===== src/sv/lpxy_pkg.sv =====
// ----------------------------------------------------------------------------
// lpxy_pkg
// Shared widths, constants and the CORDIC arctangent table for the
// Lissajous phase-to-XY pipeline.
// ----------------------------------------------------------------------------
package lpxy_pkg;

    localparam int PHASE_BITS = 24;
    localparam int SINE_BITS  = 24;
    localparam int CFG_W      = 24;
    localparam int CFG_IDX_W  = 2;

    // angles are 32-bit fractions of a turn
    localparam int ANGLE_W = 32;
    localparam int XY_W    = 34;
    localparam int Z_W     = 33;

    localparam int ROT_STEPS = 31;
    // multiply stage + fold stage + rotation stages + rounding stage
    localparam int LATENCY   = ROT_STEPS + 3;

    localparam logic signed [XY_W-1:0] CORDIC_GAIN = 34'sd1304065748;

    localparam logic [CFG_W-1:0] X_MULT_RESET   = 24'd65536;
    localparam logic [CFG_W-1:0] X_OFFSET_RESET = 24'd0;
    localparam logic [CFG_W-1:0] Y_MULT_RESET   = 24'd65536;

    typedef enum logic [CFG_IDX_W-1:0] {
        REG_X_MULT   = 2'd0,
        REG_X_OFFSET = 2'd1,
        REG_Y_MULT   = 2'd2
    } cfg_reg_t;

    typedef logic [ANGLE_W-1:0]          angle_t;
    typedef logic signed [SINE_BITS-1:0] sine_t;

    // round(atan(2^-i) / (2*pi) * 2^32)
    localparam logic [ANGLE_W-1:0] ATAN_TURNS [ROT_STEPS] = '{
        32'd536870912, 32'd316933406, 32'd167458907, 32'd85004756,
        32'd42667331,  32'd21354465,  32'd10679838,  32'd5340245,
        32'd2670163,   32'd1335087,   32'd667544,    32'd333772,
        32'd166886,    32'd83443,     32'd41722,     32'd20861,
        32'd10430,     32'd5215,      32'd2608,      32'd1304,
        32'd652,       32'd326,       32'd163,       32'd81,
        32'd41,        32'd20,        32'd10,        32'd5,
        32'd3,         32'd1,         32'd1
    };

endpackage


===== src/sv/lpxy_round.sv =====
// ----------------------------------------------------------------------------
// lpxy_round
// Output stage: rounds the CORDIC sine to SINE_BITS, clamps it
// symmetrically and registers the result.
// ----------------------------------------------------------------------------
module lpxy_round (
    input  logic                              clk,
    input  logic                              en,
    input  logic signed [lpxy_pkg::XY_W-1:0]  y_in,
    output lpxy_pkg::sine_t                   sine
);

    localparam int SH    = lpxy_pkg::ANGLE_W - lpxy_pkg::SINE_BITS;
    localparam int SUM_W = lpxy_pkg::XY_W + 1;
    localparam logic signed [SUM_W-1:0] HALF =
        (SH > 0) ? SUM_W'(64'd1 << (SH - 1)) : '0;
    localparam logic signed [SUM_W-1:0] LIM =
        SUM_W'((64'd1 << (lpxy_pkg::SINE_BITS - 1)) - 64'd1);

    logic signed [SUM_W-1:0] sum;
    logic signed [SUM_W-1:0] shifted;
    lpxy_pkg::sine_t         clamped;
    lpxy_pkg::sine_t         sine_reg;

    assign sum     = SUM_W'(y_in) + HALF;
    assign shifted = sum >>> SH;

    always_comb
    begin
        priority if (shifted > LIM)
        begin
            clamped = lpxy_pkg::SINE_BITS'(LIM);
        end
        else if (shifted < -LIM)
        begin
            clamped = lpxy_pkg::SINE_BITS'(-LIM);
        end
        else
        begin
            clamped = lpxy_pkg::SINE_BITS'(shifted);
        end
    end

    always_ff @(posedge clk)
    begin
        if (en)
        begin
            sine_reg <= clamped;
        end
    end

    assign sine = sine_reg;

endmodule


===== config.mk =====
export PLATFORM = sky130hd
export DESIGN_NAME = lpxy_round
export DESIGN_NICKNAME = d
export VERILOG_FILES = /design/src/sv/lpxy_pkg.sv /design/src/sv/lpxy_round.sv
export SDC_FILE = /design/constraint.sdc
export NUM_CORES = 1
export LEC_CHECK = 0
export BUFFER_PORTS_ARGS = -buffer_cell sky130_fd_sc_hd__buf_4
export CAP_MARGIN = 15
export CORE_ASPECT_RATIO = 1.75
export CORE_MARGIN = 8
export CORE_UTILIZATION = 25
export CTS_CLUSTER_DIAMETER = 120
export CTS_CLUSTER_SIZE = 12
export DETAILED_ROUTE_END_ITERATION = 12
export PLACE_DENSITY_LB_ADDON = 0.3
export SYNTH_ARGS = -nofsm -noshare
export SYNTH_HDL_FRONTEND = slang
export SYNTH_SLANG_ARGS = --single-unit

===== constraint.sdc =====
create_clock -name clk -period 2.6 [get_ports clk]
set_input_delay 0.13 -clock clk [delete_from_list [all_inputs] [get_ports clk]]
set_output_delay 0.13 -clock clk [all_outputs]
set_load 0.005 [all_outputs]

=== Word level (Yosys, flattened, before mapping) ===
Cells that the tools add are included.

* Memory bits (writable): 0
* Memory bits (read-only): 0
* Memories kept: 0
* Latch bits: 0
* Output and inout port bits: 24
* Word-level logic and storage cells: 7
* Flip-flop bits (word level): 24

* Reduce and logical (&&, ||, !) cells: 1
* Multiply operators: 0
* Add/sub/neg operators: 1
* Bitwise operators: 0
* Mux-type cells: 1
* Div/mod/pow operators: 0
* Shift-type cells: 0
* Equality and inequality tests: 0
* Magnitude comparators: 2

{| class="wikitable"
|+ Operator list
! operator !! count
|-
| $add A34 B9 Y35 const B || 1
|-
| $gt A27 B24 Y1 const B || 1
|-
| $lt A27 B24 Y1 const B || 1
|-
| $mux W24 || 1
|-
| $reduce_or A2 Y1 || 1
|}

=== Longest topological paths before layout ===
* Depth after elaboration: 3
* Gate-level depth with buffers: 9
* Gate-level depth less buffers: 8

=== Least setup slack after synthesis ===
OpenSTA, ideal clock, no wires.

* Kind: input-to-reg
* Start: input y_in[7] (netlist bit)
* End: register sine_reg[10] (netlist: sine[10]), data pin
* Arrival: 1.850 ns
* Stages on the path: 9
* Setup slack: 0.492 ns
* Path buffers: 1
* Setup time: 0.258 ns
* Data required time: 2.342 ns
* Path through: ha_1 nand4_1 nor3_2 and4bb_1 o211ai_2 a21boi_4 nor2_4 buf_6 a21oi_2

* Cells in the longest elaborated chain, start to end: 3
* Elaborated cells on any way between the ends: 4
* Those cells by class: add/sub: 1; order compare: 2; mux: 1

{| class="wikitable"
|+ Ends and longest elaborated chain
! what !! RTL line !! source
|-
| start: declaration || lpxy_round.sv:9 || <nowiki>input logic signed [lpxy_pkg::XY_W-1:0] y_in,</nowiki>
|-
| $add A34 B9 Y35 (*) || lpxy_round.sv:25 || <nowiki>assign sum = SUM_W'(y_in) + HALF;</nowiki>
|-
| $lt A27 B24 Y1 || lpxy_round.sv:34 || <nowiki>else if (shifted < -LIM)</nowiki>
|-
| $mux W24 || lpxy_round.sv:34 ||
|-
| end signal: assignment || lpxy_round.sv:48 || <nowiki>sine_reg <= clamped;</nowiki>
|-
| end: declaration || lpxy_round.sv:23 || <nowiki>lpxy_pkg::sine_t sine_reg;</nowiki>
|}

Every way passes the cells marked *; elsewhere a longest branch is shown, timed or not.
A chain may end at the register's enable or synchronous reset.

=== Worst setup path after layout ===
* Start: input y_in[9] (netlist bit)
* End: register sine_reg[0] (netlist: sine[0]), data pin

* Cells in the longest elaborated chain, start to end: 3
* Elaborated cells on any way between the ends: 4
* Those cells by class: add/sub: 1; order compare: 2; reduce/logical: 1

{| class="wikitable"
|+ Ends and longest elaborated chain
! what !! RTL line
|-
| $add A34 B9 Y35 (*) || lpxy_round.sv:25
|-
| $gt A27 B24 Y1 / $lt A27 B24 Y1 (equally long branches) || lpxy_round.sv:30, lpxy_round.sv:34
|-
| $reduce_or A2 Y1 (no source line) (*) || -
|}

Marks and branches as above.

==> metrics <==
TNS Setup 0 ns; Layout area overhead 31.13%; Starting Density 25.71%; max_slew headroom around two thirds; first drt pass iteration count 4; Final Wtd Congestion 0.9047; outcome finished, final reports clean; Crit Path Class input pin to flop; DP Wirelength between 4000 and 5000 um; dpl ws between 0.2 and 0.25 ns; final setup margin between 0.4 and 0.5 ns; detailed-route via count 1703; Max Cap Viol 0; Worst Path Max Fanout 5; ys flop type edfxtp_1; crit start category input pin; post-route minimum period between 2 and 2.5 ns; yosys warns 0; # IOs 60; first-pass GRT wire length about 8500 um; die width 82.69 um; Inserted Diodes 0; area leader, netlist edfxtp_1; DR WL/cell around 15 um; Avg Cell Area, Syn a little under 10 um2; Clock Tree Buf Depth 2; CTS buffer count 3; Final Core Density between 30% and 40%; All-Layer GR Usage between 10% and 20%; asr flop ratio synth 0%; Clk pin slew, worst setup/hold paths 0.06 ns; Die ar. 10970 um2; ranking of synthesized cells by area edfxtp_1, a21oi_2, xnor2_1; Arr. time, crit path roughly 2.2 ns; # rows 42; PortBufs 52; number of nets in the layout around 300; post-CTS setup buffers 0; CTS tree built; P_leak 0.9461 nW; total gr overflow 0; Worst IR Drop VDD between 0.15 and 0.2 mV; WP data required about 2.7 ns; PwrDens slightly above 400 nW/um2; Hold WC Path Type input pin to flop; endpoint type of the worst setup path flop; Post-synth EDFFs 24; post-CTS sizing 0; Synth top area share a little under two fifths; Least-Margin Pin Slew 0.5120 ns; layout cells sized above 1 a little over a third; period utilization 81.00%; final setup violating endpoints 0; Core ar. about 7600 um2; clock net sink count 24; Synth Cell Area ~1900 um2; vias in the first global route 1728; syn nets approximately 240; setup repair after global routing missed its margin no; pin count of the biggest net entering global routing 25; Fmax roughly 470 MHz; Vias per Instance around 4.9; post-route ant nets 0; Largest register FFs 24; initial antenna violation count 0; Residual DRC 0; die height between 100 and 150 um; post-synth cell types 54; WL final around 5300 um; Hold Fails Final Rpt 0; H-tree levels 1; 1st-iter DRT viols 34; cells after synthesis 201; hold buffers post-CTS 0; CTS Root Cell clkbuf_16; flop and latch count out of synthesis 24; max-slew violation count 0; Seq/Total Area, Yosys a little under two fifths
[cell families (layout without fill, tap and decap cells)]
kind of cell / Yosys count / after routing / share of synthesized area [%]
AND/OR/NAND/NOR: 99 / 99 / 32.03
AO/OA/AOI/OAI: 48 / 48 / 18.26
flip-flops: 24 / 24 / 37.04
XOR/XNOR: 18 / 18 / 8.103
buffers and inverters: 9 / 65 / 2.764
multiplexers: 2 / 2 / 1.157
adder cells (fa/ha/maj): 1 / 1 / 0.6430
[worst max-delay path, stage by stage]
cell and delay [ns]:
buf_4 0.10, nand3_1 0.27, nor3_1 0.34, mux2_2 0.36, o21ai_0 0.30, nand4b_1 0.14, o41ai_1 0.42, a21o_1 0.17
[layer usage]
layer	routed length (um)	global-route usage, %	vias to the layer above
li1	-	-	887
met1	1769	9.157	771
met2	3101	19.06	34
met3	247	1.085	11
met4	211	6.564	0
met5	0	0	-
[report_power, final]
| part | internal (W) | switching [W] |
|---|---|---|
| Clock | 0.000203 | 0.000117 |
| Sequential | 0.000468 | 0.00000863 |
| Combinational | 0.000121 | 0.000133 |
[stage by stage]
step | total power, W | instance area [um2] | hold WS (ns) | cells
CTS | 0.001063 | 2551 | 0.2771 | 345
global route | 0.001098 | 2551 | 0.2876 | 345
global placement | 0.0007398 | 2476 | 0.5307 | 342
floorplan | 0.0006023 | 1946 | 0.2425 | 201
detailed placement | 0.0007430 | 2476 | 0.5291 | 342
finish | 0.001051 | 2551 | 0.2802 | 345
[synthesized netlist by cell type, types with 2 or more instances]
| library cell | instances |
|---|---|
| nor3b_1 | 2 |
| a21oi_1 | 13 |
| a21oi_2 | 10 |
| xor2_1 | 9 |
| nor3_1 | 7 |
| nor4_1 | 3 |
| nor4_4 | 3 |
| nor2_1 | 18 |
| nand4b_1 | 2 |
| or2_2 | 2 |
| and2_1 | 2 |
| nor2_4 | 2 |
| o21ai_0 | 4 |
| a21o_1 | 4 |
| o211ai_1 | 3 |
| nand2_1 | 12 |
| buf_2 | 3 |
| mux2_2 | 2 |
| nand3_2 | 2 |
| and3_1 | 7 |
| xnor2_1 | 9 |
| nand4_1 | 11 |
| nand3_1 | 14 |
| edfxtp_1 | 24 |
| nand2b_1 | 3 |
| buf_4 | 2 |
[path summary, 6_finish.rpt]
check / cells past startpoint / endpoint / start / slack (ns)
max: 8 / sine[0] / y_in[9] / 0.49
min: 1 / sine[3] / en / 0.28
[cell usage in the layout (no fill, tap or decap), drive strengths merged, types with 2 or more instances in the layout]
master	n
buf	61
edfxtp	24
a21oi	23
nor2	20
nand3	16
nand2	13
nand4	12
xor2	9
xnor2	9
nor3	8
and3	7
nor4	6
o21ai	5
a21o	4
o211ai	4
nand2b	3
clkbuf	3
and2	2
or2	2
nor3b	2
mux2	2
nand4b	2
and4	2
a21boi	2
[final cells by class]
cell class / count / area [um2]
fillers: 838 / 5016
multi-input cells: 168 / 1171
flip-flops and latches: 24 / 720.7
repair buffers: 61 / 470.5
well taps: 88 / 110.1
clock buffers: 3 / 75.07
inverters: 1 / 3.754
No activity file was read; power rests on OpenSTA's default activity.
