### src/sv/lpxy_pkg.sv
// ----------------------------------------------------------------------------
// lpxy_pkg
// Shared widths, constants and the CORDIC arctangent table for the
// Lissajous phase-to-XY pipeline.
// ----------------------------------------------------------------------------
package lpxy_pkg;

    localparam int PHASE_BITS = 24;
    localparam int SINE_BITS  = 24;
    localparam int CFG_W      = 24;
    localparam int CFG_IDX_W  = 2;

    // angles are 32-bit fractions of a turn
    localparam int ANGLE_W = 32;
    localparam int XY_W    = 34;
    localparam int Z_W     = 33;

    localparam int ROT_STEPS = 31;
    // multiply stage + fold stage + rotation stages + rounding stage
    localparam int LATENCY   = ROT_STEPS + 3;

    localparam logic signed [XY_W-1:0] CORDIC_GAIN = 34'sd1304065748;

    localparam logic [CFG_W-1:0] X_MULT_RESET   = 24'd65536;
    localparam logic [CFG_W-1:0] X_OFFSET_RESET = 24'd0;
    localparam logic [CFG_W-1:0] Y_MULT_RESET   = 24'd65536;

    typedef enum logic [CFG_IDX_W-1:0] {
        REG_X_MULT   = 2'd0,
        REG_X_OFFSET = 2'd1,
        REG_Y_MULT   = 2'd2
    } cfg_reg_t;

    typedef logic [ANGLE_W-1:0]          angle_t;
    typedef logic signed [SINE_BITS-1:0] sine_t;

    // round(atan(2^-i) / (2*pi) * 2^32)
    localparam logic [ANGLE_W-1:0] ATAN_TURNS [ROT_STEPS] = '{
        32'd536870912, 32'd316933406, 32'd167458907, 32'd85004756,
        32'd42667331,  32'd21354465,  32'd10679838,  32'd5340245,
        32'd2670163,   32'd1335087,   32'd667544,    32'd333772,
        32'd166886,    32'd83443,     32'd41722,     32'd20861,
        32'd10430,     32'd5215,      32'd2608,      32'd1304,
        32'd652,       32'd326,       32'd163,       32'd81,
        32'd41,        32'd20,        32'd10,        32'd5,
        32'd3,         32'd1,         32'd1
    };

endpackage

### src/sv/lpxy_angle.sv
// ----------------------------------------------------------------------------
// lpxy_angle
// Two-stage angle front end: scales the phase by the x and y ratios, adds
// the x offset and folds both angles into [-1/4, 1/4] turn.
// ----------------------------------------------------------------------------
module lpxy_angle (
    input  logic                                    clk,
    input  logic                                    en,
    input  logic [lpxy_pkg::PHASE_BITS-1:0]         phase_in,
    input  logic [lpxy_pkg::CFG_W-1:0]              x_mult,
    input  logic [lpxy_pkg::CFG_W-1:0]              x_offset,
    input  logic [lpxy_pkg::CFG_W-1:0]              y_mult,
    output logic signed [lpxy_pkg::ANGLE_W-1:0]     x_z,
    output logic signed [lpxy_pkg::ANGLE_W-1:0]     y_z
);

    localparam int PROD_W = lpxy_pkg::CFG_W + lpxy_pkg::PHASE_BITS + 1;
    localparam int SHIFT  = lpxy_pkg::ANGLE_W - lpxy_pkg::PHASE_BITS;
    localparam int WIDE_W = PROD_W + SHIFT;

    logic signed [PROD_W-1:0] x_prod;
    logic signed [PROD_W-1:0] y_prod;
    logic signed [WIDE_W-1:0] x_wide;
    logic signed [WIDE_W-1:0] y_wide;
    lpxy_pkg::angle_t         x_angle_reg;
    lpxy_pkg::angle_t         y_angle_reg;
    lpxy_pkg::angle_t         x_shifted;
    logic signed [lpxy_pkg::ANGLE_W-1:0] x_z_reg;
    logic signed [lpxy_pkg::ANGLE_W-1:0] y_z_reg;

    // an angle in the second or third quadrant maps to half a turn minus itself
    function automatic logic signed [lpxy_pkg::ANGLE_W-1:0] fold(
        input lpxy_pkg::angle_t u
    );
        logic signed [lpxy_pkg::ANGLE_W-1:0] r;
        if (u[lpxy_pkg::ANGLE_W-1] != u[lpxy_pkg::ANGLE_W-2])
        begin
            r = $signed(32'h8000_0000 - u);
        end
        else
        begin
            r = $signed(u);
        end
        return r;
    endfunction

    assign x_prod = $signed(x_mult) * $signed({1'b0, phase_in});
    assign y_prod = $signed(y_mult) * $signed({1'b0, phase_in});

    // phase is scaled up to 32 fraction bits, ratio carries 16 fraction bits
    assign x_wide = WIDE_W'(x_prod) <<< SHIFT;
    assign y_wide = WIDE_W'(y_prod) <<< SHIFT;

    assign x_shifted = x_angle_reg + {x_offset, 8'd0};

    always_ff @(posedge clk)
    begin
        if (en)
        begin
            x_angle_reg <= x_wide[lpxy_pkg::ANGLE_W+15:16];
            y_angle_reg <= y_wide[lpxy_pkg::ANGLE_W+15:16];
            x_z_reg     <= fold(x_shifted);
            y_z_reg     <= fold(y_angle_reg);
        end
    end

    assign x_z = x_z_reg;
    assign y_z = y_z_reg;

endmodule

### config.mk
export PLATFORM = sky130hd
export DESIGN_NAME = lpxy_angle
export DESIGN_NICKNAME = d
export VERILOG_FILES = /design/src/sv/lpxy_pkg.sv /design/src/sv/lpxy_angle.sv
export SDC_FILE = /design/constraint.sdc
export NUM_CORES = 2
export LEC_CHECK = 0
export ABC_AREA = 1
export BUFFER_PORTS_ARGS = -buffer_cell sky130_fd_sc_hd__buf_2
export CORE_UTILIZATION = 60
export DETAILED_ROUTE_END_ITERATION = 8
export PLACE_DENSITY = 0.76
export SYNTH_ARGS = -nofsm -noshare
export SYNTH_HDL_FRONTEND = slang
export SYNTH_SLANG_ARGS = --single-unit
### constraint.sdc
create_clock -name clk -period 22.3 [get_ports clk]
set_input_delay 6.69 -clock clk [delete_from_list [all_inputs] [get_ports clk]]
set_output_delay 6.69 -clock clk [all_outputs]
set_load 0.02 [all_outputs]
== After elaboration in Yosys (flattened, before gate mapping) ==
Cells that the tools add are included.
Word-level totals
  logic and storage cells: 13
  bits of input ports: 98
  output and inout bits: 64
  bits in registers: 128
Operators by class
  add/subtract/negate cells: 3
  muxes and demuxes: 2
  $mul: 2
  eq/ne operators: 2
Operator list (number)
  24-bit by 25-bit multiplier with 40-bit output: 2
  32-bit two-way mux: 2
  32-bit subtractor, first input constant: 2
  32-bit adder: 1
  1-bit != test: 2

== Depth between registers and ports, before layout ==
  depth in word-level cells: 3
  depth in mapped cells: 30
  gate-level depth less buffers: 28

== Worst setup path before layout ==
OpenSTA, ideal clock, no wires.
  kind: input to register
  start: input port phase_in[13] (netlist name)
  end: register x_angle_reg[21] (data pin)
  data required time: 22040 ps
  cell stages on the path: 25
  path slack: 9584 ps
  arrival time: 12456 ps
  setup time: 260 ps
  buffers on the path: 2
  cells stage by stage: clkbuf_1 -> clkbuf_1 -> nand2_1 -> fa_1 -> fa_1 -> fa_1 -> inv_1 -> fa_1 -> inv_1 -> fa_1 -> inv_1 -> fa_1 -> inv_1 -> fa_1 -> inv_1 -> ha_1 -> nand2_1 -> nor2_1 -> nand2_1 -> nor4_1 -> a21oi_1 -> o21ai_1 -> nand2_1 -> nand2_1 -> xor2_1
Between the ends
  longest elaborated chain between the ends: 1
RTL lines
  from (decl): line lpxy_angle.sv:9  | input logic [lpxy_pkg::PHASE_BITS-1:0] phase_in,
  24-bit by 25-bit multiplier with 40-bit output: line lpxy_angle.sv:47  | assign x_prod = $signed(x_mult) * $signed({1'b0, phase_in});
  named net x_prod[29]: line lpxy_angle.sv:21  | logic signed [PROD_W-1:0] x_prod;
  to (signal assigned): line lpxy_angle.sv:60  | x_angle_reg <= x_wide[lpxy_pkg::ANGLE_W+15:16];
  to (decl): line lpxy_angle.sv:25  | lpxy_pkg::angle_t x_angle_reg;
The timed path passes the listed nets, and every way through them passes these cells.
A chain may end at the register's enable or synchronous reset.

== Final worst setup path ==
Same ends and word-level chain as after synthesis.

==> impl_metrics.ini <==
[die]
core_area_um2 = 72000
die_w_um = 272
io_pins = 162
start_util_pct = 61.0
die-height_um = 272
dieArea_um2 = 74200
num_rows = 98

[timing]
period_needed_ps = 13330
fin_skew_ps = 11.5
period_share_pct = 59.8
max_slew.worst_pin.slew_ps = 855
finalMaxSlewViolations = 0
fin_tns_setup_ps = 0
finalSetupViolations = 0
slew_headroom_pct = 43.0
fin_ws_ps = 8970
final_hold_viol_count = 0
max_freq_ghz = 0.0750
rsz0062_at_grt = false

[yosys]
synth_fa_ha_area_share_pct = 50.7
syn_nets = 6991
synthCells = 5661
seq_area_frac_synth_pct = 8.76
synthDistinctLibCells = 51
synthesis.area_um2 = 43900
ys_warn_count = 0
synth_top_family_by_area = adder cells
synth.avg_cell_area_um2 = 7.75
ys_seq_elements = 128
synth-simple-area-share_pct = 17.3
synth_xor_area_share_pct = 2.79
synth_mux_area_share_pct = 0
synth_compound_area_share_pct = 3.18

[cts]
numCtsBuffers = 17
clock_path_buffers = 2
cts_setup_buffers = 0
clk_pin_slew_ps = 70
clock_latency_ps = 450
cts_tree = built
holdBufCountCts = 0
htreeDepth = 4
cts-resized-gates = 0
clock_sinks = 128
clockRootBuffer = clkbuf_16

[final_layout]
drive_gt1_share_pct = 4.57
fin_area_um2 = 45800
area_growth_pct = 4.46
nets = 6979

[global_routing]
grt_max_degree = 67
grtUsageTotal_pct = 31.9
first_global_vias = 36455
antenna_found_initial = 5
grt.overflow.total = 0
grt_first_pass_wirelength_um = 186000

[placement]
post_dp_cell_area_um2 = 45200
io_buffers = 161
dp_slack_ps = 8690
hpwl_um = 89800
gp_congestion = 0.930

[route]
antenna_left = 0
drc = 0
first_iter_violations = 2713
wl_per_cell_um = 17.0
first_pass_iters = 6
routed_wl_um = 112000
viasPerCell = 5.30
num_vias = 35017

[worst_hold_path]
hp-class = register to register

[outcome]
run_status = completed

[worst_setup_path]
critPathSlowestCell = nor4_1
crit_path_max_fanout = 47
arrival_ps = 13530
worstSetupPathType = primary input to register
start_kind = primary input
cp_common_cell = fa_1
max_stage_delay_ps = 600
end_kind = register
crit_required_ps = 22500

[run]
maxCapViolations = 0
-- through the flow --
step	hold slack, ps	util, %	instances
final	482	63.7	6613
after global routing	505	63.7	6613
after CTS	481	63.7	6612
after detailed placement	468	62.8	6580
after global placement	478	62.8	6580
after floorplan	451	-	5661
-- layout by cell type (no fill, tap or decap), types with 4 or more instances in the layout --
cell type,Yosys,routed
xnor2_1,46,46
nor2_2,4,4
buf_4,2,27
o21ai_1,13,13
nor2_1,200,200
o221ai_1,4,4
xor2_1,90,90
o21ai_0,65,65
or2_2,5,5
fa_1,913,913
buf_2,2,160
clkbuf_16,0,17
a31oi_1,25,25
nand3b_1,5,5
clkinv_1,2,4
a21oi_1,120,120
inv_6,0,6
ha_1,319,319
nand3_2,8,8
nand3_1,89,89
inv_1,1783,1783
nor4_1,8,8
o21a_1,9,9
nand2_2,7,7
nand2_1,1502,1502
nor3_1,29,29
a21o_1,4,4
edfxtp_1,128,128
nand4_1,31,31
-- worst max-delay path, delay by kind of cell --
family / cells / cell delay (ps)
AND/OR/NAND/NOR: 7 / 1450
XOR/XNOR: 1 / 70
AO/OA/AOI/OAI: 2 / 600
buffers and inverters: 7 / 830
adder cells (fa/ha/maj): 8 / 3860
-- cell families (layout without fill, tap and decap cells) --
| group | Yosys count | in the layout |
|---|---|---|
| buffers and inverters | 2006 | 2007 |
| and+or+nand+nor | 1903 | 1903 |
| adders and majority gates | 1232 | 1232 |
| AOI/OAI and AO/OA | 254 | 254 |
| xor gates and xnor gates | 138 | 138 |
| DFF | 128 | 128 |
| other | 0 | 1 |
-- synth_stat cells (all sizes together) --
master | n | area share [%]
ha | 319 | 9.1
and3 | 3 | 0.043
nand2 | 1510 | 13
nand4 | 31 | 0.44
fa | 913 | 42
nor3 | 31 | 0.38
a21o | 4 | 0.068
clkinv | 2 | 0.017
edfxtp | 128 | 8.8
a211oi | 2 | 0.034
nand3b | 5 | 0.086
a21boi | 3 | 0.051
o21bai | 3 | 0.051
nand3 | 98 | 1.2
nor2 | 207 | 1.8
o221ai | 4 | 0.080
nor3b | 1 | 0.029
inv | 1786 | 15
o21ai | 79 | 0.91
o211ai | 1 | 0.029
or2 | 6 | 0.086
o21a | 9 | 0.15
o311ai | 1 | 0.020
buf | 37 | 0.37
and2 | 1 | 0.014
o31ai | 2 | 0.034
xnor2 | 47 | 0.96
nor4 | 10 | 0.19
xor2 | 91 | 1.8
a21oi | 121 | 1.4
clkbuf | 181 | 1.5
a31oi | 25 | 0.36
-- layer usage --
metal  routed length, um  part of all wire (%)  track usage, %  vias up
met5                  57                 0.051               0        -
met4                3630                   3.2            10.9        8
met3                8770                   7.8            3.46      241
met2               52400                    47            51.7     1442
met1               47200                    42            44.8    17333
li1                    -                     -               -    15993
-- path summary, 6_finish.rpt --
check        slack, ps  depth (start not counted)      startpoint         endpoint
max reg2reg      18920                         12  x_angle_reg[8]          x_z[30]
min reg2reg        480                          0  y_angle_reg[0]           y_z[0]
min                480                          0  y_angle_reg[0]           y_z[0]
max               8970                         25    phase_in[13]  x_angle_reg[21]
-- area by class of cell --
cell class | instances | area (um^2)
clock buffers | 17 | 425
clock inverters | 15 | 179
inverters | 1788 | 6710
fillers | 6356 | 26100
multi-input cells | 3527 | 32500
flip-flops and latches | 128 | 3840
diodes | 1 | 2.50
well taps | 950 | 1190
repair buffers | 187 | 1000
Power is not shown: default switching activity piles up to over one toggle a cycle in this logic, so the estimate is an artifact.
